===== config.mk =====
export PLATFORM = sky130hd
export DESIGN_NAME = tcw_queue
export DESIGN_NICKNAME = d
export VERILOG_FILES = /design/src/hdl/tcw_pkg.sv /design/src/hdl/tcw_queue.sv
export SDC_FILE = /design/constraint.sdc
export NUM_CORES = 1
export LEC_CHECK = 0
export ABC_AREA = 1
export BUFFER_PORTS_ARGS = -buffer_cell sky130_fd_sc_hd__buf_4
export CAP_MARGIN = 20
export CORE_MARGIN = 3
export CORE_UTILIZATION = 56
export CTS_BUF_LIST = sky130_fd_sc_hd__clkbuf_16
export DETAILED_ROUTE_END_ITERATION = 8
export PLACE_DENSITY = 0.86
export SYNTH_ARGS = -nofsm -noshare
export SYNTH_HDL_FRONTEND = slang
export SYNTH_SLANG_ARGS = --single-unit

===== constraint.sdc =====
create_clock -name i_clk -period 7.08 [get_ports i_clk]
set_input_delay 1.416 -clock i_clk [delete_from_list [all_inputs] [get_ports i_clk]]
set_output_delay 1.416 -clock i_clk [all_outputs]
set_load 0.01 [all_outputs]

===== src/hdl/tcw_pkg.sv =====
// Shared types, codes and constants of the text console writer.
package tcw_pkg;

    localparam int DEF_MAX_COLUMNS = 128;
    localparam int DEF_MAX_ROWS    = 64;

    localparam int ADDR_W   = 13;
    localparam int CFG_IDX_W = 2;
    localparam int CFG_DATA_W = 8;
    localparam int Q_DEPTH  = 2;

    localparam logic [CFG_IDX_W-1:0] CFG_COLUMNS = 2'd0;
    localparam logic [CFG_IDX_W-1:0] CFG_ROWS    = 2'd1;

    localparam logic [7:0] RST_COLUMNS = 8'd80;
    localparam logic [6:0] RST_ROWS    = 7'd25;

    localparam logic [7:0]  CH_BS        = 8'h08;
    localparam logic [7:0]  CH_TAB       = 8'h09;
    localparam logic [7:0]  CH_LF        = 8'h0A;
    localparam logic [7:0]  CH_CR        = 8'h0D;
    localparam logic [7:0]  CH_SPACE     = 8'h20;
    localparam logic [7:0]  CH_PRINT_MAX = 8'h7F;
    localparam logic [15:0] BLANK_CELL   = 16'h0F20;
    localparam int          TAB_STEP     = 8;

    localparam logic ACT_PUT  = 1'b0;
    localparam logic ACT_READ = 1'b1;

    typedef enum logic [2:0] {
        KIND_READ  = 3'd0,
        KIND_BS    = 3'd1,
        KIND_TAB   = 3'd2,
        KIND_CR    = 3'd3,
        KIND_LF    = 3'd4,
        KIND_PRINT = 3'd5,
        KIND_NOP   = 3'd6
    } t_kind;

    typedef struct packed {
        logic              action;
        logic [7:0]        char_code;
        logic [3:0]        fore_colour;
        logic [3:0]        back_colour;
        logic [ADDR_W-1:0] cell_address;
    } t_in;

    typedef struct packed {
        logic [15:0] cell_value;
        logic [6:0]  cursor_col;
        logic [5:0]  cursor_row;
        logic        scrolled;
    } t_out;

    typedef struct packed {
        t_kind             kind;
        logic [7:0]        char_code;
        logic [7:0]        attr;
        logic [ADDR_W-1:0] cell_address;
    } t_cmd;

endpackage


===== src/hdl/tcw_queue.sv =====
// Short command queue between the front end and the back end.
module tcw_queue import tcw_pkg::*; #(
    parameter int DEPTH = Q_DEPTH,
    localparam int PW = (DEPTH > 1) ? $clog2(DEPTH) : 1,
    localparam int NW = $clog2(DEPTH + 1)
) (
    input  logic i_clk,
    input  logic i_rst_n,
    input  logic i_push,
    input  t_cmd i_data,
    output logic o_full,
    output logic o_valid,
    output t_cmd o_data,
    input  logic i_pop
);

    t_cmd          r_slot [DEPTH];
    logic [PW-1:0] r_wptr;
    logic [PW-1:0] r_rptr;
    logic [NW-1:0] r_count;
    logic [PW-1:0] n_wptr;
    logic [PW-1:0] n_rptr;

    always_comb begin
        n_wptr = (int'(r_wptr) == DEPTH - 1) ? '0 : r_wptr + PW'(1);
        n_rptr = (int'(r_rptr) == DEPTH - 1) ? '0 : r_rptr + PW'(1);
    end

    always_ff @(posedge i_clk) begin
        if (!i_rst_n) begin
            r_wptr  <= '0;
            r_rptr  <= '0;
            r_count <= '0;
        end else begin
            if (i_push) begin
                r_wptr <= n_wptr;
            end
            if (i_pop) begin
                r_rptr <= n_rptr;
            end
            if (i_push && !i_pop) begin
                r_count <= r_count + NW'(1);
            end else if (i_pop && !i_push) begin
                r_count <= r_count - NW'(1);
            end
        end
    end

    always_ff @(posedge i_clk) begin
        if (i_push) begin
            r_slot[r_wptr] <= i_data;
        end
    end

    assign o_full  = (int'(r_count) == DEPTH);
    assign o_valid = (r_count != '0);
    assign o_data  = r_slot[r_rptr];

endmodule


==> results.py, run 1 <==
metrics = {
    "global_routing": {
        "grt_max_degree": 33,
        "gr-total-overflow": 0,
        "gr-usage-all-layers": 0.1759,
        "grt_pass1_vias": 1393,
        "antenna_found_initial": 0,
        "grt_pass1_wl_microns": 6810,
    },
    "power": {
        "ir_worst_vdd_v": 0.0002022,
        "power_mw": 0.9721,
        "power.density_nw_per_um2": 277.4,
        "p_leak_nw": 1.458,
    },
    "logic_synthesis": {
        "ys_warn_count": 0,
        "yosys.area.top_type": "edfxtp_1",
        "synth_area_leaders": "edfxtp_1 (71%), mux2_4 (17%), dfxtp_1 (3.7%)",
        "synth_area_sq_um": 2694,
        "ys_seq_elements": 69,
        "syn_area_per_cell_sq_um": 19.95,
        "synth_top_area_share": 0.7134,
        "yosysSeqAreaShare": 0.7506,
        "yosysUniqueCellTypes": 14,
        "synth_nets": 172,
        "synth_cells": 135,
    },
    "routing": {
        "drc": 0,
        "ant_nets": 0,
        "wire_per_inst_microns": 16.57,
        "vias": 1379,
        "routed_wl_microns": 4475,
        "viasPerCell": 5.107,
        "initialDrtViolationCount": 97,
        "drt-pass1-iter-count": 5,
    },
    "place": {
        "placed_area_sq_um": 3244,
        "port_buffers": 69,
        "dpl.hpwl_microns": 3078,
        "gp_congestion": 0.6454,
        "place_ws_ps": 4072,
    },
    "die": {
        "die_h_microns": 75.36,
        "rows": 24,
        "initial_core_util": 0.5981,
        "io-pin-count": 70,
        "die-area_sq_um": 5678,
        "fp.dieW_microns": 75.36,
        "core_region_area_sq_um": 4504,
    },
    "setup_path": {
        "worstSetupStartpointType": "flop",
        "cp-end-kind": "output pin",
        "reg2regPathDepth": 2,
        "critPathMaxFanout": 32,
        "criticalPathCategory": "flop to output pin",
        "worstReg2RegStart": "r_wptr",
        "crit_required_ps": 5660,
        "r2r-end": "r_slot[0][16]",
        "reg2reg_slack_ps": 5380,
        "arrival_ps": 1910,
    },
    "timing": {
        "rsz0062_at_grt": "no",
        "setup_violations": 0,
        "max_freq_mhz": 300.9,
        "finalSetupTns_ps": 0,
        "max_slew_margin": 0.3102,
        "hold_violations": 0,
        "clock_skew_ps": 5.646,
        "finalMaxSlewViolations": 0,
        "layout_min_cycle_time_ps": 3324,
        "setup_ws_ps": 3756,
        "tightest_slew_ps": 1035,
        "finalCritPeriodShare": 0.4694,
    },
    "clock_tree": {
        "cts.sinks": 69,
        "cts_root_buf": "clkbuf_16",
        "clk_latency_ps": 320,
        "cts_buffer_depth": 2,
        "post_cts_resized": 0,
        "cts_tree": "built",
        "hold_buffers": 0,
        "cts_buffers": 9,
        "clk_pin_slew_worst_paths_ps": 50,
        "cts_htree_levels": 3,
        "post_cts_buffers": 0,
    },
    "hold_path": {
        "hold_start": "r_rptr",
        "holdPathStages": 2,
        "hold_end": "r_rptr",
        "hp-class": "flop to flop",
    },
    "final_layout": {
        "stdcell_area_sq_um": 3505,
        "drive_gt1_frac": 0.5459,
        "area_growth_syn_to_layout_pct": 30.10,
        "n_antenna_cell": 0,
        "most-common-layout-cells": "buf_4 (70), edfxtp_1 (64), mux2_4 (30)",
        "layout.nets": 250,
        "layout_commonest_cell": "buf_4",
    },
    "job": {
        "max-cap-violations": 0,
    },
    "status": {
        "status": "completed",
    },
}
kinds of logic (layout without fill, tap and decap cells):
kind of cell,Yosys count,count (layout),share of synthesized area
flip-flops,69,69,0.7506
multiplexers,32,32,0.1756
AND/OR/NAND/NOR,19,19,0.02787
buffers and inverters,12,95,0.03762
AO/OA/AOI/OAI,2,2,0.003712
adder cells (fa/ha/maj),1,1,0.004644
layout make-up:
| class | count | area (sq um) |
|---|---|---|
| Clock buffer | 9 | 225.2 |
| Timing Repair Buffer | 71 | 553.0 |
| Multi-Input combinational cell | 54 | 573.1 |
| Inverter | 8 | 30.03 |
| Sequential cell | 69 | 2023 |
| Fill cell | 249 | 999.7 |
| Tap cell | 52 | 65.06 |
| Clock inverter | 7 | 35.03 |
power by group:
group | switching [mW] | internal [mW]
clock network | 0.150 | 0.231
logic | 0.0416 | 0.0645
registers | 0.0135 | 0.471
stage by stage:
stage,cells,hold WS [ps],utilization
floorplan,135,463.5,-
global placement,253,477.6,0.7142
detailed placement,254,509.0,0.7203
CTS,270,549.2,0.7781
global route,270,566.9,0.7781
finish,270,546.1,0.7781
worst max path at each step:
stage / start / endpoint / slack, ps / cells after the start
global placement: flop / o_data[15] / 4100 / 2
global route: flop / o_data[14] / 3640 / 2
finish: flop / o_data[14] / 3760 / 2
CTS: flop / o_data[14] / 3710 / 2
detailed placement: flop / o_data[14] / 4070 / 2
floorplan: i_push / r_slot[0][0] / 3850 / 2
state kept, by name, summed over array words and instances, names as in the netlist, named ones only:
signal   cells
r_wptr       1
r_rptr       1
r_count      2
r_slot      64
cells in the mapped netlist, drive strengths merged:
master  instances
ha              1
nand2           9
nor2            8
buf             4
a21oi           1
o21ai           1
dfxtp           5
nand4           1
nand3           1
mux2           32
inv             8
edfxtp         64
per-layer routing:
layer / vias up / track usage / routed length, microns
li1: 659 / - / -
met1: 663 / 0.2089 / 1688
met2: 51 / 0.2790 / 2413
met3: 6 / 0.05013 / 285
met4: 0 / 0.1184 / 87
met5: - / 0 / 0
critical path, cell delays in order (launching register included):
cell and delay, ps:
dfxtp_2 1010, mux2_2 430, buf_4 140
(Power assumes the default switching activity.)
==> run 2: changes to the inputs <==
--- a/config.mk
+++ b/config.mk
@@ -9,10 +9,10 @@
 export BUFFER_PORTS_ARGS = -buffer_cell sky130_fd_sc_hd__buf_4
 export CAP_MARGIN = 20
 export CORE_MARGIN = 3
-export CORE_UTILIZATION = 56
+export CORE_UTILIZATION = 52
 export CTS_BUF_LIST = sky130_fd_sc_hd__clkbuf_16
 export DETAILED_ROUTE_END_ITERATION = 8
-export PLACE_DENSITY = 0.86
+export PLACE_DENSITY = 0.81
 export SYNTH_ARGS = -nofsm -noshare
 export SYNTH_HDL_FRONTEND = slang
 export SYNTH_SLANG_ARGS = --single-unit
==> constraint.sdc (replaced) <==
create_clock -name i_clk -period 3.4 [get_ports i_clk]
set_input_delay 0.68 -clock i_clk [delete_from_list [all_inputs] [get_ports i_clk]]
set_output_delay 0.68 -clock i_clk [all_outputs]
set_load 0.01 [all_outputs]
==> run 2 against run 1 <==
  * Via count increased by 1.1%
  * Clock-buffer cell count is the same
  * Non-clock buffer count unchanged
  * Largest power group unchanged
==> results.py, run 2 (synthesis gave the netlist of run 1 again) <==
metrics = {
    "die": {
        "die-area_sq_um": 6080,
        "die_h_microns": 77.98,
        "initial_core_util": 0.5556,
        "fp.dieW_microns": 77.98,
        "io-pin-count": 70,
        "rows": 25,
        "core_region_area_sq_um": 4848,
    },
    "final_layout": {
        "area_growth_syn_to_layout_pct": 32.28,
        "top_register": "r_slot",
        "layout_commonest_cell": "buf_4",
        "drive_gt1_frac": 0.5505,
        "stdcell_area_sq_um": 3563,
        "reg_top3": "r_slot: 64 flops, r_count: 2 flops",
        "n_antenna_cell": 0,
        "most-common-layout-cells": "buf_4 (71), edfxtp_1 (64), mux2_4 (30)",
        "layout.nets": 250,
        "utilization": 0.7350,
        "largest_reg_flops": 64,
    },
    "place": {
        "place_ws_ps": 1157,
        "placed_area_sq_um": 3248,
        "dpl.hpwl_microns": 3392,
        "gp_congestion": 0.6591,
        "port_buffers": 69,
    },
    "clock_tree": {
        "cts_buffers": 9,
        "post_cts_resized": 0,
        "clk_pin_slew_worst_paths_ps": 50,
        "post_cts_buffers": 0,
        "clk_latency_ps": 320,
        "cts_buffer_depth": 2,
        "cts_tree": "built",
        "cts.sinks": 69,
        "cts_htree_levels": 3,
        "cts_root_buf": "clkbuf_16",
        "hold_buffers": 0,
    },
    "setup_path": {
        "crit_required_ps": 2720,
        "criticalPathCategory": "flop to output pin",
        "critPathMaxFanout": 18,
        "cp_cell_sequence": "buf_4 > mux2_4 > buf_4",
        "cp_common_cell": "buf_4",
        "critPathBufInv": 2,
        "cp-end-kind": "output pin",
        "cp_top_family": "flip-flops",
        "worstSetupStartpointType": "flop",
        "crit_slowest_cell": "dfxtp_2",
        "slowest_delay_ps": 700,
        "arrival_ps": 1890,
    },
    "routing": {
        "vias": 1394,
        "drt-pass1-iter-count": 4,
        "ant_nets": 0,
        "wire_per_inst_microns": 17.14,
        "initialDrtViolationCount": 94,
        "drc": 0,
        "viasPerCell": 4.891,
        "routed_wl_microns": 4884,
    },
    "job": {
        "max-cap-violations": 0,
    },
    "timing": {
        "clock_skew_ps": 3.262,
        "setup_violations": 0,
        "max_freq_mhz": 388.7,
        "setup_ws_ps": 827.1,
        "finalCritPeriodShare": 0.7567,
        "rsz0062_at_grt": "no",
        "finalSetupTns_ps": 0,
        "layout_min_cycle_time_ps": 2573,
        "max_slew_margin": 0.3845,
        "fin_hold_ws_ps": 503.2,
        "hold_violations": 0,
        "tightest_slew_ps": 921.1,
        "finalMaxSlewViolations": 0,
    },
    "power": {
        "power.density_nw_per_um2": 614.6,
        "p_leak_nw": 1.469,
        "ir_worst_vdd_v": 0.0005085,
    },
    "hold_path": {
        "hp-class": "flop to flop",
    },
    "global_routing": {
        "gr-usage-met2": 0.3057,
        "gr-total-overflow": 0,
        "antenna_found_initial": 0,
        "gr-usage-all-layers": 0.1770,
        "grt_pass1_wl_microns": 7783,
        "grt-busiest-layer": "met2",
        "grt_max_degree": 33,
        "grtUsageMet1": 0.1906,
        "use_met3": 0.05452,
        "grt_pass1_vias": 1521,
    },
    "status": {
        "status": "completed",
    },
}
## run 2: cell types whose count changed in the layout (fill, tap and decap cells not counted), sizes merged
cell    delta
inv        -2
bufinv     +2
## run 2: layout make-up
| cell class | instances | area (sq um) |
|---|---|---|
| multi-input cells | 54 | 578.1 |
| fillers | 311 | 1285 |
| repair buffers | 71 | 533.0 |
| well taps | 67 | 83.83 |
| clock buffers | 9 | 225.2 |
| clock inverters | 7 | 90.09 |
| inverters | 8 | 30.03 |
| flip-flops and latches | 69 | 2023 |
## run 2: metal layers
metal | routed length (microns) | part of all wire
met3 | 278 | 0.057
met1 | 1868 | 0.38
met4 | 110 | 0.023
met5 | 0 | 0
met2 | 2626 | 0.54
## run 2: final timing paths
check | from | end | slack, ps | depth (start not counted)
max | flop | o_data[5] | 830 | 3
min | r_rptr | r_rptr | 500 | 2
max reg2reg | r_wptr | r_slot[1][25] | 1690 | 3
min reg2reg | r_rptr | r_rptr | 500 | 2
## run 2: per-stage QoR
stage / total power, mW / std cells
2_1_floorplan: 1.144 / 135
3_3_place_gp: 1.237 / 269
3_5_place_dp: 1.250 / 269
4_1_cts: 2.213 / 285
5_1_grt: 2.269 / 285
6_report: 2.190 / 285
## run 2: power breakdown
| part | switching, mW | internal (mW) |
|---|---|---|
| clock | 0.322 | 0.637 |
| sequential | 0.0226 | 0.981 |
| combinational | 0.0964 | 0.131 |
| total | 0.441 | 1.75 |
## run 2: worst min-delay path, cell delays in order (launching register included)
cell and delay [ps]:
dfxtp_1 320, nor2_1 60, nor2_1 90
==> run 3: changes to the inputs <==
--- a/config.mk
+++ b/config.mk
@@ -9,10 +9,10 @@
 export BUFFER_PORTS_ARGS = -buffer_cell sky130_fd_sc_hd__buf_4
 export CAP_MARGIN = 20
 export CORE_MARGIN = 3
-export CORE_UTILIZATION = 52
+export CORE_UTILIZATION = 47
 export CTS_BUF_LIST = sky130_fd_sc_hd__clkbuf_16
 export DETAILED_ROUTE_END_ITERATION = 8
-export PLACE_DENSITY = 0.81
+export PLACE_DENSITY = 0.77
 export SYNTH_ARGS = -nofsm -noshare
 export SYNTH_HDL_FRONTEND = slang
 export SYNTH_SLANG_ARGS = --single-unit
==> constraint.sdc (replaced) <==
create_clock -name i_clk -period 2.2 [get_ports i_clk]
set_input_delay 0.44 -clock i_clk [delete_from_list [all_inputs] [get_ports i_clk]]
set_output_delay 0.44 -clock i_clk [all_outputs]
set_load 0.01 [all_outputs]
==> run 3 against run 2 <==
  * Clock-buffer cell count did not move
  * Critical path depth did not move
  * Via count down 3.4%
  * First-iteration DRC count up 14%
  * Sequential power rose by 54%
  * Setup slack worse by 580 ps
  * Critical path type unchanged
  * Critical endpoint is now o_data[14]
  * Largest cell class unchanged
  * Highest routed layer unchanged
==> results.py, run 3 (synthesis gave the netlist of run 1 again) <==
metrics = {
    "setup_path": {
        "critPathMaxFanout": 27,
        "worstReg2RegStart": "r_wptr",
        "crit_required_ps": 1760,
        "criticalPathCategory": "flop to output pin",
        "arrival_ps": 1510,
        "reg2reg_slack_ps": 930,
        "r2r-end": "r_slot[1][5]",
        "reg2regPathDepth": 3,
        "worstSetupStartpointType": "flop",
        "cp-end-kind": "output pin",
    },
    "clock_tree": {
        "post_cts_buffers": 0,
        "cts_htree_levels": 3,
        "hold_buffers": 0,
        "cts_buffers": 9,
        "post_cts_resized": 0,
        "clk_latency_ps": 320,
        "cts_tree": "built",
        "cts_root_buf": "clkbuf_16",
        "cts.sinks": 69,
        "cts_buffer_depth": 2,
        "clk_pin_slew_worst_paths_ps": 50,
    },
    "timing": {
        "setup_violations": 0,
        "fin_hold_ws_ps": 304.1,
        "max_freq_mhz": 511.7,
        "rsz0062_at_grt": "no",
        "max_slew_margin": 0.7242,
        "tightest_slew_ps": 413.8,
        "finalMaxSlewViolations": 0,
        "clock_skew_ps": 3.272,
        "finalSetupTns_ps": 0,
        "finalCritPeriodShare": 0.8883,
        "setup_ws_ps": 245.6,
        "hold_violations": 0,
        "layout_min_cycle_time_ps": 1954,
    },
    "global_routing": {
        "gr-usage-all-layers": 0.1411,
        "grt_pass1_wl_microns": 6693,
        "gr-total-overflow": 0,
        "antenna_found_initial": 0,
        "grt_max_degree": 33,
        "grt_pass1_vias": 1416,
    },
    "hold_path": {
        "hold_end": "r_slot[0][24]",
        "hold_start": "i_data[24]",
        "hp-class": "input pin to flop",
        "holdPathStages": 1,
    },
    "final_layout": {
        "n_antenna_cell": 0,
        "layout_commonest_cell": "buf_4",
        "utilization": 0.6686,
        "reg_top3": "r_slot: 64 flops, r_count: 2 flops",
        "area_growth_syn_to_layout_pct": 32.42,
        "top_register": "r_slot",
        "most-common-layout-cells": "buf_4 (70), edfxtp_1 (64), mux2_4 (30)",
        "drive_gt1_frac": 0.5388,
        "largest_reg_flops": 64,
        "stdcell_area_sq_um": 3567,
        "layout.nets": 251,
    },
    "die": {
        "initial_core_util": 0.5049,
        "core_region_area_sq_um": 5335,
        "io-pin-count": 70,
        "die-area_sq_um": 6676,
        "rows": 26,
        "die_h_microns": 81.71,
        "fp.dieW_microns": 81.71,
    },
    "routing": {
        "drt-pass1-iter-count": 4,
        "ant_nets": 0,
        "viasPerCell": 4.657,
        "routed_wl_microns": 4245,
        "drc": 0,
        "wire_per_inst_microns": 14.69,
        "vias": 1346,
        "initialDrtViolationCount": 107,
    },
    "power": {
        "p_leak_nw": 1.468,
        "power.density_nw_per_um2": 904.7,
        "ir_worst_vdd_v": 0.0005965,
    },
    "place": {
        "placed_area_sq_um": 3284,
        "place_ws_ps": 565.7,
        "gp_congestion": 0.6775,
        "dpl.hpwl_microns": 2936,
        "port_buffers": 69,
    },
    "job": {
        "max-cap-violations": 0,
    },
    "status": {
        "status": "completed",
    },
}
==> run 3: routing by layer <==
| layer | vias to the layer above | GRT usage | share of wire |
|---|---|---|---|
| met5 | - | 0 | 0 |
| met4 | 0 | 0.08306 | 0.021 |
| met3 | 7 | 0.04496 | 0.053 |
| met2 | 38 | 0.2394 | 0.54 |
| met1 | 640 | 0.1549 | 0.38 |
| li1 | 661 | - | - |
==> run 3: cell type report <==
| class | count | area (sq um) |
|---|---|---|
| inverter | 8 | 30.03 |
| clock inverter | 7 | 57.56 |
| multi-input combinational | 54 | 578.1 |
| tap | 70 | 87.58 |
| sequential | 69 | 2023 |
| clock buffer | 9 | 225.2 |
| timing repair buffer | 72 | 565.5 |
| fill | 378 | 1768 |
==> run 3: per-stage QoR <==
stage | instances | power [mW]
2_1_floorplan | 135 | 1.767
3_3_place_gp | 273 | 1.929
3_5_place_dp | 273 | 1.937
4_1_cts | 289 | 3.266
5_1_grt | 289 | 3.349
6_report | 289 | 3.227
==> run 3: where the power goes <==
group | internal [mW] | total (mW) | switching [mW] | leakage [nW]
Sequential | 1.52 | 1.54 | 0.0236 | 0.643
Clock | 0.857 | 1.32 | 0.467 | 0.139
Combinational | 0.210 | 0.364 | 0.154 | 0.686
Total | 2.58 | 3.23 | 0.644 | 1.47
==> run 3: worst max-delay path by stage <==
stage / endpoint / depth (start not counted) / start
floorplan: r_slot[0][0] / 2 / i_push
global placement: o_data[14] / 3 / flop
detailed placement: o_data[14] / 3 / flop
CTS: o_data[14] / 3 / flop
global route: o_data[14] / 3 / flop
finish: o_data[14] / 3 / flop
==> run 3: worst max-delay path, stage by stage (launching register included) <==
cell and delay (ps):
dfxtp_2 430, buf_12 250, mux2_2 360, buf_4 140
