`config.mk`:
```
export PLATFORM = sky130hd
export DESIGN_NAME = tcw_front
export DESIGN_NICKNAME = d
export VERILOG_FILES = /design/src/hdl/tcw_pkg.sv /design/src/hdl/tcw_front.sv
export SDC_FILE = /design/constraint.sdc
export NUM_CORES = 1
export LEC_CHECK = 0
export BUFFER_PORTS_ARGS = -buffer_cell sky130_fd_sc_hd__buf_2
export CELL_PAD_IN_SITES_DETAIL_PLACEMENT = 1
export CELL_PAD_IN_SITES_GLOBAL_PLACEMENT = 2
export CORE_UTILIZATION = 27
export CTS_CLUSTER_DIAMETER = 200
export DETAILED_ROUTE_END_ITERATION = 10
export GPL_TIMING_DRIVEN = 1
export PLACE_DENSITY_LB_ADDON = 0.1
export REMOVE_ABC_BUFFERS = 1
export SLEW_MARGIN = 20
export SYNTH_ARGS = -nofsm -noshare
export SYNTH_HDL_FRONTEND = slang
export SYNTH_SLANG_ARGS = --single-unit
```
`constraint.sdc`:
```
create_clock -name i_clk -period 4.49 [get_ports i_clk]
set_input_delay 0.898 -clock i_clk [delete_from_list [all_inputs] [get_ports i_clk]]
set_output_delay 0.898 -clock i_clk [all_outputs]
set_load 0.02 [all_outputs]
```
`src/hdl/tcw_pkg.sv`:
```
// Shared types, codes and constants of the text console writer.
package tcw_pkg;

    localparam int DEF_MAX_COLUMNS = 128;
    localparam int DEF_MAX_ROWS    = 64;

    localparam int ADDR_W   = 13;
    localparam int CFG_IDX_W = 2;
    localparam int CFG_DATA_W = 8;
    localparam int Q_DEPTH  = 2;

    localparam logic [CFG_IDX_W-1:0] CFG_COLUMNS = 2'd0;
    localparam logic [CFG_IDX_W-1:0] CFG_ROWS    = 2'd1;

    localparam logic [7:0] RST_COLUMNS = 8'd80;
    localparam logic [6:0] RST_ROWS    = 7'd25;

    localparam logic [7:0]  CH_BS        = 8'h08;
    localparam logic [7:0]  CH_TAB       = 8'h09;
    localparam logic [7:0]  CH_LF        = 8'h0A;
    localparam logic [7:0]  CH_CR        = 8'h0D;
    localparam logic [7:0]  CH_SPACE     = 8'h20;
    localparam logic [7:0]  CH_PRINT_MAX = 8'h7F;
    localparam logic [15:0] BLANK_CELL   = 16'h0F20;
    localparam int          TAB_STEP     = 8;

    localparam logic ACT_PUT  = 1'b0;
    localparam logic ACT_READ = 1'b1;

    typedef enum logic [2:0] {
        KIND_READ  = 3'd0,
        KIND_BS    = 3'd1,
        KIND_TAB   = 3'd2,
        KIND_CR    = 3'd3,
        KIND_LF    = 3'd4,
        KIND_PRINT = 3'd5,
        KIND_NOP   = 3'd6
    } t_kind;

    typedef struct packed {
        logic              action;
        logic [7:0]        char_code;
        logic [3:0]        fore_colour;
        logic [3:0]        back_colour;
        logic [ADDR_W-1:0] cell_address;
    } t_in;

    typedef struct packed {
        logic [15:0] cell_value;
        logic [6:0]  cursor_col;
        logic [5:0]  cursor_row;
        logic        scrolled;
    } t_out;

    typedef struct packed {
        t_kind             kind;
        logic [7:0]        char_code;
        logic [7:0]        attr;
        logic [ADDR_W-1:0] cell_address;
    } t_cmd;

endpackage

```
`src/hdl/tcw_front.sv`:
```
// Front end: configuration registers, screen geometry and command classification.
module tcw_front import tcw_pkg::*; #(
    parameter int MAX_COLUMNS = DEF_MAX_COLUMNS,
    parameter int MAX_ROWS    = DEF_MAX_ROWS,
    localparam int CELLS = MAX_COLUMNS * MAX_ROWS,
    localparam int CW    = $clog2(CELLS + 1),
    localparam int CCW   = $clog2(MAX_COLUMNS + 1),
    localparam int RCW   = $clog2(MAX_ROWS + 1)
) (
    input  logic                  i_clk,
    input  logic                  i_rst_n,
    input  logic                  i_cfg_valid,
    output logic                  o_cfg_ready,
    input  logic [CFG_IDX_W-1:0]  i_cfg_index,
    input  logic [CFG_DATA_W-1:0] i_cfg_data,
    input  logic                  i_in_valid,
    output logic                  o_in_ready,
    input  t_in                   i_in_data,
    input  logic                  i_q_full,
    input  logic                  i_clearing,
    output logic                  o_push,
    output t_cmd                  o_cmd,
    output logic [CCW-1:0]        o_cols,
    output logic [RCW-1:0]        o_rows,
    output logic [CW-1:0]         o_area
);

    logic [7:0]     r_columns;
    logic [6:0]     r_rows;
    logic [CCW-1:0] r_cols_eff;
    logic [RCW-1:0] r_rows_eff;
    logic [CW-1:0]  r_area;
    logic [CCW-1:0] n_cols_eff;
    logic [RCW-1:0] n_rows_eff;
    t_kind          w_kind;

    assign o_cfg_ready = 1'b1;

    always_ff @(posedge i_clk) begin
        if (!i_rst_n) begin
            r_columns <= RST_COLUMNS;
            r_rows    <= RST_ROWS;
        end else if (i_cfg_valid) begin
            if (i_cfg_index == CFG_COLUMNS) begin
                r_columns <= i_cfg_data;
            end else if (i_cfg_index == CFG_ROWS) begin
                r_rows <= i_cfg_data[6:0];
            end
        end
    end

    // clamp to 1..max
    always_comb begin
        if (r_columns == '0) begin
            n_cols_eff = CCW'(1);
        end else if (int'(r_columns) > MAX_COLUMNS) begin
            n_cols_eff = CCW'(MAX_COLUMNS);
        end else begin
            n_cols_eff = CCW'(r_columns);
        end
        if (r_rows == '0) begin
            n_rows_eff = RCW'(1);
        end else if (int'(r_rows) > MAX_ROWS) begin
            n_rows_eff = RCW'(MAX_ROWS);
        end else begin
            n_rows_eff = RCW'(r_rows);
        end
    end

    always_ff @(posedge i_clk) begin
        r_cols_eff <= n_cols_eff;
        r_rows_eff <= n_rows_eff;
        r_area     <= CW'((CCW + RCW)'(n_cols_eff) * (CCW + RCW)'(n_rows_eff));
    end

    assign o_cols = r_cols_eff;
    assign o_rows = r_rows_eff;
    assign o_area = r_area;

    always_comb begin
        if (i_in_data.action == ACT_READ) begin
            w_kind = KIND_READ;
        end else begin
            unique case (i_in_data.char_code)
                CH_BS:   w_kind = KIND_BS;
                CH_TAB:  w_kind = KIND_TAB;
                CH_CR:   w_kind = KIND_CR;
                CH_LF:   w_kind = KIND_LF;
                default: begin
                    if (i_in_data.char_code >= CH_SPACE &&
                        i_in_data.char_code <= CH_PRINT_MAX) begin
                        w_kind = KIND_PRINT;
                    end else begin
                        w_kind = KIND_NOP;
                    end
                end
            endcase
        end
    end

    assign o_in_ready         = !i_q_full && !i_clearing;
    assign o_push             = i_in_valid && o_in_ready;
    assign o_cmd.kind         = w_kind;
    assign o_cmd.char_code    = i_in_data.char_code;
    assign o_cmd.attr         = {i_in_data.back_colour, i_in_data.fore_colour};
    assign o_cmd.cell_address = i_in_data.cell_address;

endmodule

```
==> flow_metrics.env, run 1 <==
export IMPL_netlist_area_um2=3267
export IMPL_clock_latency_ns=0.29
export IMPL_final_cell_mix="buf_2 (66), nor2_1 (50), dfxtp_1 (41)"
export IMPL_avgRoutedWirePerCell_um=15.42
export IMPL_n_fill_cell=1371
export IMPL_syn2layout_area_growth_pct=25.24
export IMPL_synth_top_area_frac=0.2696
export IMPL_worstSetupPathType="reg2reg"
export IMPL_drc=4
export IMPL_finalSetupViolations=0
export IMPL_leakage_nw=2.085
export IMPL_multiInputGateArea_um2=2105
export IMPL_cts_tree="done"
export IMPL_fin_skew_ns=0.006858
export IMPL_violations="design-rule violations"
export IMPL_rows=39
export IMPL_timing_fmax_mhz=230.4
export IMPL_final_setup_worst_slack_ns=0.1502
export IMPL_wl_um=8895
export IMPL_io_pins=110
export IMPL_power_total_mw=1.246
export IMPL_start_kind="register"
export IMPL_final_layout_size_suffix_gt1_frac=0.3318
export IMPL_dpl_instance_area_um2=3809
export IMPL_nets=538
export IMPL_drt_iter0_drc=53
export IMPL_fin_util=0.3523
export IMPL_relSlewSlack=0.6655
export IMPL_cp_data_arrival_time_ns=4.56
export IMPL_synth_edf_count=0
export IMPL_viasPerCell=4.508
export IMPL_critPathCaptureType="register"
export IMPL_finalHoldViolations=0
export IMPL_gr_usage_all_layers=0.1536
export IMPL_gp_congestion=0.7420
export IMPL_antenna_cells=0
export IMPL_vdd_drop_max_mv=0.1157
export IMPL_cts_buffer_depth=2
export IMPL_ys_warn_count=0
export IMPL_status="complete, but fails checks"
export IMPL_crit_fanout=3
export IMPL_portBuffers=66
export IMPL_syn_inst=361
export IMPL_first_global_vias=2818
export IMPL_antenna_found_initial=0
export IMPL_ys_async_sr_fraction=0
export IMPL_final_common_cell="buf_2"
export IMPL_hold_class="reg2reg"
export IMPL_core_area_um2=11610
export IMPL_grt_pass1_wl_um=14790
export IMPL_htreeDepth=2
export IMPL_dp_cells=569
export IMPL_preCtsSetupSlack_ns=-0.2746
export IMPL_final_seq_area_um2=884.6
export IMPL_p_per_area_nw_per_um2=304.6
export IMPL_min_period_ns=4.340
export IMPL_synthTopCellsByArea="dfxtp_1 (27%), fa_1 (17%), ha_1 (12%), buf_4 (6.9%), nor2_1 (6.3%)"
export IMPL_drv_cap=0
export IMPL_setup_tns_ns=0
export IMPL_cts_buffers=5
export IMPL_worstMarginPinSlew_ns=0.5002
export IMPL_fin_cells=577
export IMPL_cts_sinks=44
export IMPL_path_clk_slew_ns=0.07
export IMPL_globalRoute_totalOverflow=0
export IMPL_place_hpwl_um=7188
export IMPL_ys_ff_latch=44
export IMPL_die_h_um=112
export IMPL_grt_max_degree=16
export IMPL_drv_slew=0
export IMPL_ys_seq_area_frac=0.2696
export IMPL_dr_pass1_iters=7
export IMPL_dr_total_vias=2601
export IMPL_die_x_um=112
export IMPL_synth_distinct_cells=41
export IMPL_stdcell_area_um2=4091
export IMPL_synth_area_leader_cell="dfxtp_1"
export IMPL_synth_ff_type="dfxtp_1"
export IMPL_cts_root_buffer_cell="clkbuf_16"
export IMPL_initial_core_util=0.2813
export IMPL_holdWs_ns=0.5158
export IMPL_period_share=0.9666
export IMPL_rsz0062_at_grt="no"
export IMPL_die_area_um2=12540
export IMPL_ant_nets=0
export IMPL_syn_area_per_cell_um2=9.050
export IMPL_worstPathRequired_ns=4.71
## power breakdown
group / internal (mW) / switching [mW]
clock network: 0.222 / 0.166
logic: 0.181 / 0.234
registers: 0.431 / 0.0130
## Yosys cell counts (5+ instances only)
cell type,number
and2_1,5
buf_4,30
clkbuf_1,9
dfxtp_1,44
fa_1,28
ha_1,31
inv_1,37
mux2i_1,15
nand2_1,27
nand2b_1,8
nor2_1,55
nor2b_1,10
o21ai_0,7
xnor2_1,8
## critical path: stages, from the launching register on
cell and delay (ns):
dfxtp_2 0.33, nor4_2 0.27, a21oi_1 0.10, or2_4 0.24, inv_2 0.06, nand2_1 0.06, fa_1 0.45, fa_1 0.49
inv_1 0.05, fa_1 0.53, inv_1 0.05, fa_1 0.49, inv_2 0.05, ha_4 0.25, or2_4 0.25, a21o_4 0.23
a311o_1 0.30, o211ai_1 0.08
## worst paths after layout
path / startpoint / end / slack, ns / depth (start not counted)
max reg2reg: r_columns[1]$_SDFFE_PN0P_ / o_area[11]$_DFF_P_ / 0.15 / 17
min reg2reg: r_rows[0]$_SDFFE_PN1P_ / r_rows[0]$_SDFFE_PN1P_ / 0.52 / 2
min: r_rows[0]$_SDFFE_PN1P_ / r_rows[0]$_SDFFE_PN1P_ / 0.52 / 2
max: r_columns[1]$_SDFFE_PN0P_ / o_area[11]$_DFF_P_ / 0.15 / 17
## logic make-up after synthesis
group / after synthesis / share of synthesized area
other: 1 / 0.001148
AO/OA/AOI/OAI: 31 / 0.06779
XOR/XNOR: 11 / 0.02949
adder cells (fa/ha/maj): 59 / 0.2903
multiplexers: 15 / 0.04596
AND/OR/NAND/NOR: 122 / 0.1712
flip-flops: 44 / 0.2696
buffers and inverters: 78 / 0.1245
## layout make-up
type	count	share of cell area
repair buffers	106	0.1541
well taps	143	0.04373
clock inverters	2	0.003670
multi-input cells	239	0.5144
flip-flops and latches	44	0.2162
inverters	37	0.03394
clock buffers	6	0.03394
## timing repair
item                       CTS  global route
buffers inserted             0             0
setup endpoints to repair    6             5
hold buffers                 0             0
cloned                       0             0
pin swaps                    8            14
gates resized for setup     16            17
## layer usage
layer  track usage  up-vias  part of all wire
met2        0.2352       76              0.44
li1              -     1268                 -
met1        0.2148     1252              0.50
met3       0.03865        5             0.046
met4       0.04000        0             0.010
met5             0        -                 0
## registers in the layout, indices dropped and copies added (netlist names)
signal,cells
o_area,14
o_cols,8
o_rows,7
r_columns,8
r_rows,7
(Power assumes the default switching activity.)
==> run 2: changes to the inputs <==
- CORE_ASPECT_RATIO: default -> 0.5
- SLEW_MARGIN: 20 -> 25
==> flow_metrics.env, run 2 (same netlist as run 1, synthesis figures left out) <==
export IMPL_status="finished, final reports clean"
export IMPL_die_x_um=157.6
export IMPL_place_hpwl_um=7643
export IMPL_regToRegEndpoint="o_area[11]$_DFF_P_"
export IMPL_nets=538
export IMPL_cts_buffer_depth=2
export IMPL_critPathSlowestCell="fa_1"
export IMPL_crit_top_cell="inv_2"
export IMPL_wl_um=9288
export IMPL_crit_fanout=3
export IMPL_reg2reg_depth=17
export IMPL_combPwrFrac=0.338
export IMPL_portBuffers=66
export IMPL_core_area_um2=11380
export IMPL_p_switching_uw=407.4
export IMPL_period_share=0.9637
export IMPL_final_layout_size_suffix_gt1_frac=0.3372
export IMPL_finalHoldViolations=0
export IMPL_drt_iter0_drc=83
export IMPL_clock_latency_ns=0.29
export IMPL_rows=27
export IMPL_finalSetupViolations=0
export IMPL_critPathCaptureType="register"
export IMPL_avgRoutedWirePerCell_um=15.69
export IMPL_cp_data_arrival_time_ns=4.54
export IMPL_final_setup_worst_slack_ns=0.1629
export IMPL_timing_fmax_mhz=231.1
export IMPL_dr_total_vias=2582
export IMPL_r2r_slack_ns=0.16
export IMPL_vdd_drop_max_mv=0.1312
export IMPL_drv_slew=0
export IMPL_r2r_start="r_columns[1]$_SDFFE_PN0P_"
export IMPL_gp_congestion=0.7795
export IMPL_ant_nets=0
export IMPL_die_h_um=79.78
export IMPL_dr_pass1_iters=4
export IMPL_syn2layout_area_growth_pct=24.63
export IMPL_io_pins=110
export IMPL_grt_max_degree=16
export IMPL_viasPerCell=4.361
export IMPL_die_area_um2=12570
export IMPL_cts_buffers=5
export IMPL_worstPathCellList="nor4_2 > a21oi_1 > or2_4 > inv_2 > nand2_2 > fa_2 > fa_1 > inv_2 > fa_1 > inv_2 > fa_1 > inv_2 > ha_4 > or2_4 > a21o_4 > a311o_1 > o211ai_1"
export IMPL_fin_skew_ns=0.006849
export IMPL_hold_class="reg2reg"
export IMPL_drc=0
export IMPL_gr_usage_all_layers=0.1587
export IMPL_p_per_area_nw_per_um2=298.6
export IMPL_worstSetupPathType="reg2reg"
export IMPL_crit_path_max_incr_delay_ns=0.52
export IMPL_first_global_vias=2780
export IMPL_setup_tns_ns=0
export IMPL_start_kind="register"
export IMPL_hold_end="r_rows[0]$_SDFFE_PN1P_"
export IMPL_final_common_cell="buf_2"
export IMPL_hold_start="r_rows[0]$_SDFFE_PN1P_"
export IMPL_worstMarginPinSlew_ns=0.7146
export IMPL_antenna_found_initial=0
export IMPL_largest_reg_flops=14
export IMPL_cts_sinks=44
export IMPL_switching_share=0.3351
export IMPL_htreeDepth=2
export IMPL_worstPathRequired_ns=4.71
export IMPL_cts_tree="done"
export IMPL_clock_power_share=0.295
export IMPL_cts_root_buffer_cell="clkbuf_16"
export IMPL_whs_path_depth=2
export IMPL_initial_core_util=0.2870
export IMPL_rsz0062_at_grt="yes"
export IMPL_final_cell_mix="buf_2 (66), nor2_1 (51), dfxtp_1 (41)"
export IMPL_sequentialPowerShare=0.366
export IMPL_path_clk_slew_ns=0.07
export IMPL_intPower_uw=808.2
export IMPL_grt_pass1_wl_um=14640
export IMPL_relSlewSlack=0.5204
export IMPL_drv_cap=0
export IMPL_preCtsSetupSlack_ns=-0.2902
export IMPL_leakage_nw=2.073
export IMPL_min_period_ns=4.327
export IMPL_globalRoute_totalOverflow=0
export IMPL_antenna_cells=0
-- run 2: changes by cell type in the layout (fill, tap and decap cells not counted), sizes merged --
cell,delta
clkinv,+1
clkbuf,-1
clkinvlp,-1
-- run 2: repair_timing --
action                                  in CTS  in global routing
endpoints found under the setup margin       7                  6
setup buffers                                1                  2
gates resized for setup                     13                 21
pin swaps                                   11                 21
hold buffers                                 0                  0
-- run 2: per-stage QoR --
stage | instance area, um^2 | hold WS [ns] | utilization | instances | power [mW]
final | 4071 | 0.4988 | 0.3576 | 592 | 1.216
after detailed placement | 3806 | 0.4895 | 0.3343 | 582 | 0.8349
after floorplan | 2999 | 0.3876 | - | 320 | 0.6854
after CTS | 4001 | 0.5052 | 0.3515 | 590 | 1.223
after global placement | 3806 | 0.4636 | 0.3343 | 582 | 0.8355
after global routing | 4071 | 0.5369 | 0.3576 | 592 | 1.300
-- run 2: per-layer routing --
metal | share of wire | vias to the layer above | global-route usage
met1 | 0.51 | 1224 | 0.2180
met2 | 0.41 | 83 | 0.2394
met5 | 0 | - | 0
met3 | 0.071 | 10 | 0.04886
li1 | - | 1265 | -
met4 | 0.0098 | 0 | 0.04078
-- run 2: cell type report --
class / count / area (um^2)
clock inverter: 2 / 12.51
fill: 1343 / 7313
multi-input combinational: 239 / 2077
timing repair buffer: 106 / 634.4
inverter: 37 / 138.9
sequential: 44 / 884.6
tap: 159 / 198.9
clock buffer: 5 / 125.1
-- run 2: how the worst max path moves through the flow --
stage / start / endpoint / slack [ns] / depth (start not counted)
5_1_grt: r_columns[1]$_SDFFE_PN0P_ / o_area[10]$_DFF_P_ / -0.04 / 18
4_1_cts: r_columns[4]$_SDFFE_PN1P_ / o_area[10]$_DFF_P_ / 0.001 / 18
3_3_place_gp: r_columns[1]$_SDFFE_PN0P_ / o_area[11]$_DFF_P_ / -0.27 / 17
2_1_floorplan: r_columns[1]$_SDFFE_PN0P_ / o_area[11]$_DFF_P_ / -0.1 / 16
3_5_place_dp: r_columns[1]$_SDFFE_PN0P_ / o_area[11]$_DFF_P_ / -0.29 / 17
6_report: r_columns[1]$_SDFFE_PN0P_ / o_area[11]$_DFF_P_ / 0.16 / 17
-- run 2: worst max-delay path, delay by kind of cell, from the launching register on --
kind | cells | cell delay [ns]
AOI/OAI and AO/OA | 4 | 0.69
buffers and inverters | 4 | 0.20
DFF | 1 | 0.33
and+or+nand+nor | 4 | 0.81
adders and majority gates | 5 | 2.23
-- run 2: power by group through the flow --
stage	Clock, mW	Sequential [mW]	Combinational, mW
after floorplan	0	0.497	0.189
after detailed placement	0	0.453	0.382
after global placement	0	0.455	0.380
after global routing	0.394	0.451	0.455
final	0.359	0.445	0.411
after CTS	0.375	0.446	0.402
==> run 3: changes to the inputs <==
- clock period: 4.49 -> 3.94 ns (I/O delays scaled with it)
==> flow_metrics.env, run 3 (same netlist as run 1, synthesis figures left out) <==
export IMPL_violations="negative setup slack"
export IMPL_clock_power_share=0.282
export IMPL_preCtsSetupSlack_ns=-0.9075
export IMPL_cts_hold_buf=0
export IMPL_final_setup_worst_slack_ns=-0.4018
export IMPL_n_fill_cell=1339
export IMPL_cp_data_arrival_time_ns=4.50
export IMPL_syn2layout_area_growth_pct=36.61
export IMPL_period_share=1.102
export IMPL_crit_path_max_incr_delay_ns=0.55
export IMPL_cts_buffer_depth=2
export IMPL_antenna_found_initial=0
export IMPL_start_kind="register"
export IMPL_drc=0
export IMPL_first_global_vias=3074
export IMPL_switching_share=0.3355
export IMPL_fin_util=0.3920
export IMPL_cts_sinks=44
export IMPL_rsz0062_at_grt="yes"
export IMPL_die_area_um2=12570
export IMPL_holdWs_ns=0.4897
export IMPL_final_common_cell="buf_4"
export IMPL_portBuffers=66
export IMPL_grt_pass1_wl_um=15850
export IMPL_worstPathRequired_ns=4.10
export IMPL_critPathCaptureType="register"
export IMPL_gp_congestion=0.8007
export IMPL_drt_iter0_drc=61
export IMPL_wl_um=9839
export IMPL_crit_fanout=4
export IMPL_die_x_um=157.6
export IMPL_globalRoute_totalOverflow=0
export IMPL_dr_pass1_iters=4
export IMPL_p_switching_uw=489.3
export IMPL_setup_tns_ns=-2.097
export IMPL_fin_cells=629
export IMPL_die_h_um=79.78
export IMPL_finalSetupViolations=7
export IMPL_gr_usage_all_layers=0.1696
export IMPL_critPathSlowestCell="fa_1"
export IMPL_finalHoldViolations=0
export IMPL_cts_root_buffer_cell="clkbuf_16"
export IMPL_core_area_um2=11380
export IMPL_avgRoutedWirePerCell_um=15.64
export IMPL_drv_cap=0
export IMPL_final_layout_size_suffix_gt1_frac=0.4191
export IMPL_nets=575
export IMPL_worstPathCellList="nor4_4 > a21oi_1 > or2_4 > inv_2 > nand2_2 > fa_2 > fa_1 > inv_2 > fa_1 > inv_1 > fa_1 > inv_2 > ha_4 > or4_4 > a31oi_4 > o211ai_1"
export IMPL_grt_max_degree=16
export IMPL_clock_latency_ns=0.29
export IMPL_final_seq_area_um2=883.3
export IMPL_dp_cells=617
export IMPL_ant_nets=0
export IMPL_io_pins=110
export IMPL_viasPerCell=4.302
export IMPL_final_cell_mix="buf_4 (74), buf_2 (66), nor2_1 (43)"
export IMPL_worstSetupPathType="reg2reg"
export IMPL_htreeDepth=2
export IMPL_largest_reg_flops=14
export IMPL_p_per_area_nw_per_um2=326.8
export IMPL_timing_fmax_mhz=230.3
export IMPL_cts_buffers=5
export IMPL_path_clk_slew_ns=0.06
export IMPL_leakage_nw=2.284
export IMPL_initial_core_util=0.2870
export IMPL_dr_total_vias=2706
export IMPL_fin_skew_ns=0.005294
export IMPL_sequentialPowerShare=0.348
export IMPL_place_hpwl_um=8126
export IMPL_rows=27
export IMPL_combPwrFrac=0.370
export IMPL_vdd_drop_max_mv=0.1497
export IMPL_hold_class="reg2reg"
export IMPL_multiInputGateArea_um2=2176
export IMPL_status="complete, but fails checks"
export IMPL_min_period_ns=4.342
export IMPL_cts_tree="done"
export IMPL_drv_slew=0
export IMPL_antenna_cells=0
export IMPL_intPower_uw=969.4
## run 3: changes by cell type in the layout (fill, tap and decap cells not counted), moves of 2 or more
| cell | change |
|---|---|
| buf_4 | +35 |
| inv_1 | +2 |
| inv_2 | -2 |
| nand2b_1 | -2 |
| nand2b_4 | +2 |
| nor2_1 | -8 |
| nor2_2 | +7 |
| o21ai_1 | -2 |
| xnor2_1 | -2 |
| xnor2_2 | +2 |
## run 3: worst paths after layout
kind                                  start                      to  slack, ns  cells after the start
hold / removal       r_rows[0]$_SDFFE_PN1P_  r_rows[0]$_SDFFE_PN1P_       0.49                      2
setup reg to reg  r_columns[4]$_SDFFE_PN1P_      o_area[11]$_DFF_P_      -0.40                     16
hold reg to reg      r_rows[0]$_SDFFE_PN1P_  r_rows[0]$_SDFFE_PN1P_       0.49                      2
setup / recovery  r_columns[4]$_SDFFE_PN1P_      o_area[11]$_DFF_P_      -0.40                     16
## run 3: layout make-up
cell class	instances	share of cell area
Clock buffer	5	0.02803
Clock inverter	2	0.002803
Inverter	37	0.03112
Multi-Input combinational cell	239	0.4875
Sequential cell	44	0.1979
Tap cell	159	0.04458
Timing Repair Buffer	143	0.2080
## run 3: layer usage
metal | GRT usage | wire, um | vias to the layer above
li1 | - | - | 1340
met1 | 0.2222 | 4860 | 1286
met2 | 0.2765 | 4357 | 74
met3 | 0.05049 | 547 | 6
met4 | 0.03204 | 74 | 0
met5 | 0 | 0 | -
## run 3: worst max-delay path, delay by kind of cell (launching register included)
family	cells	cell delay (ns)
fa+ha+maj	5	2.14
simple gates	4	1.10
compound gates	3	0.43
flops	1	0.34
buf+inv	4	0.20
## run 3: what timing repair did
item | 4_1_cts | 5_1_grt
pin swaps | 27 | 11
setup buffers | 5 | 1
resized for setup | 42 | 12
setup endpoints to repair | 8 | 9
## run 3: stage by stage
step,instance area [um^2],power (mW)
2_1_floorplan,2999,0.7810
3_3_place_gp,4081,0.9985
3_5_place_dp,4081,1.000
4_1_cts,4397,1.469
5_1_grt,4463,1.554
6_report,4463,1.459
## run 3: power groups by stage
stage	logic [mW]	clock network [mW]	registers [mW]
after CTS	0.533	0.427	0.508
after detailed placement	0.485	0	0.515
after global placement	0.479	0	0.519
final	0.540	0.411	0.507
after floorplan	0.215	0	0.566
after global routing	0.595	0.446	0.513
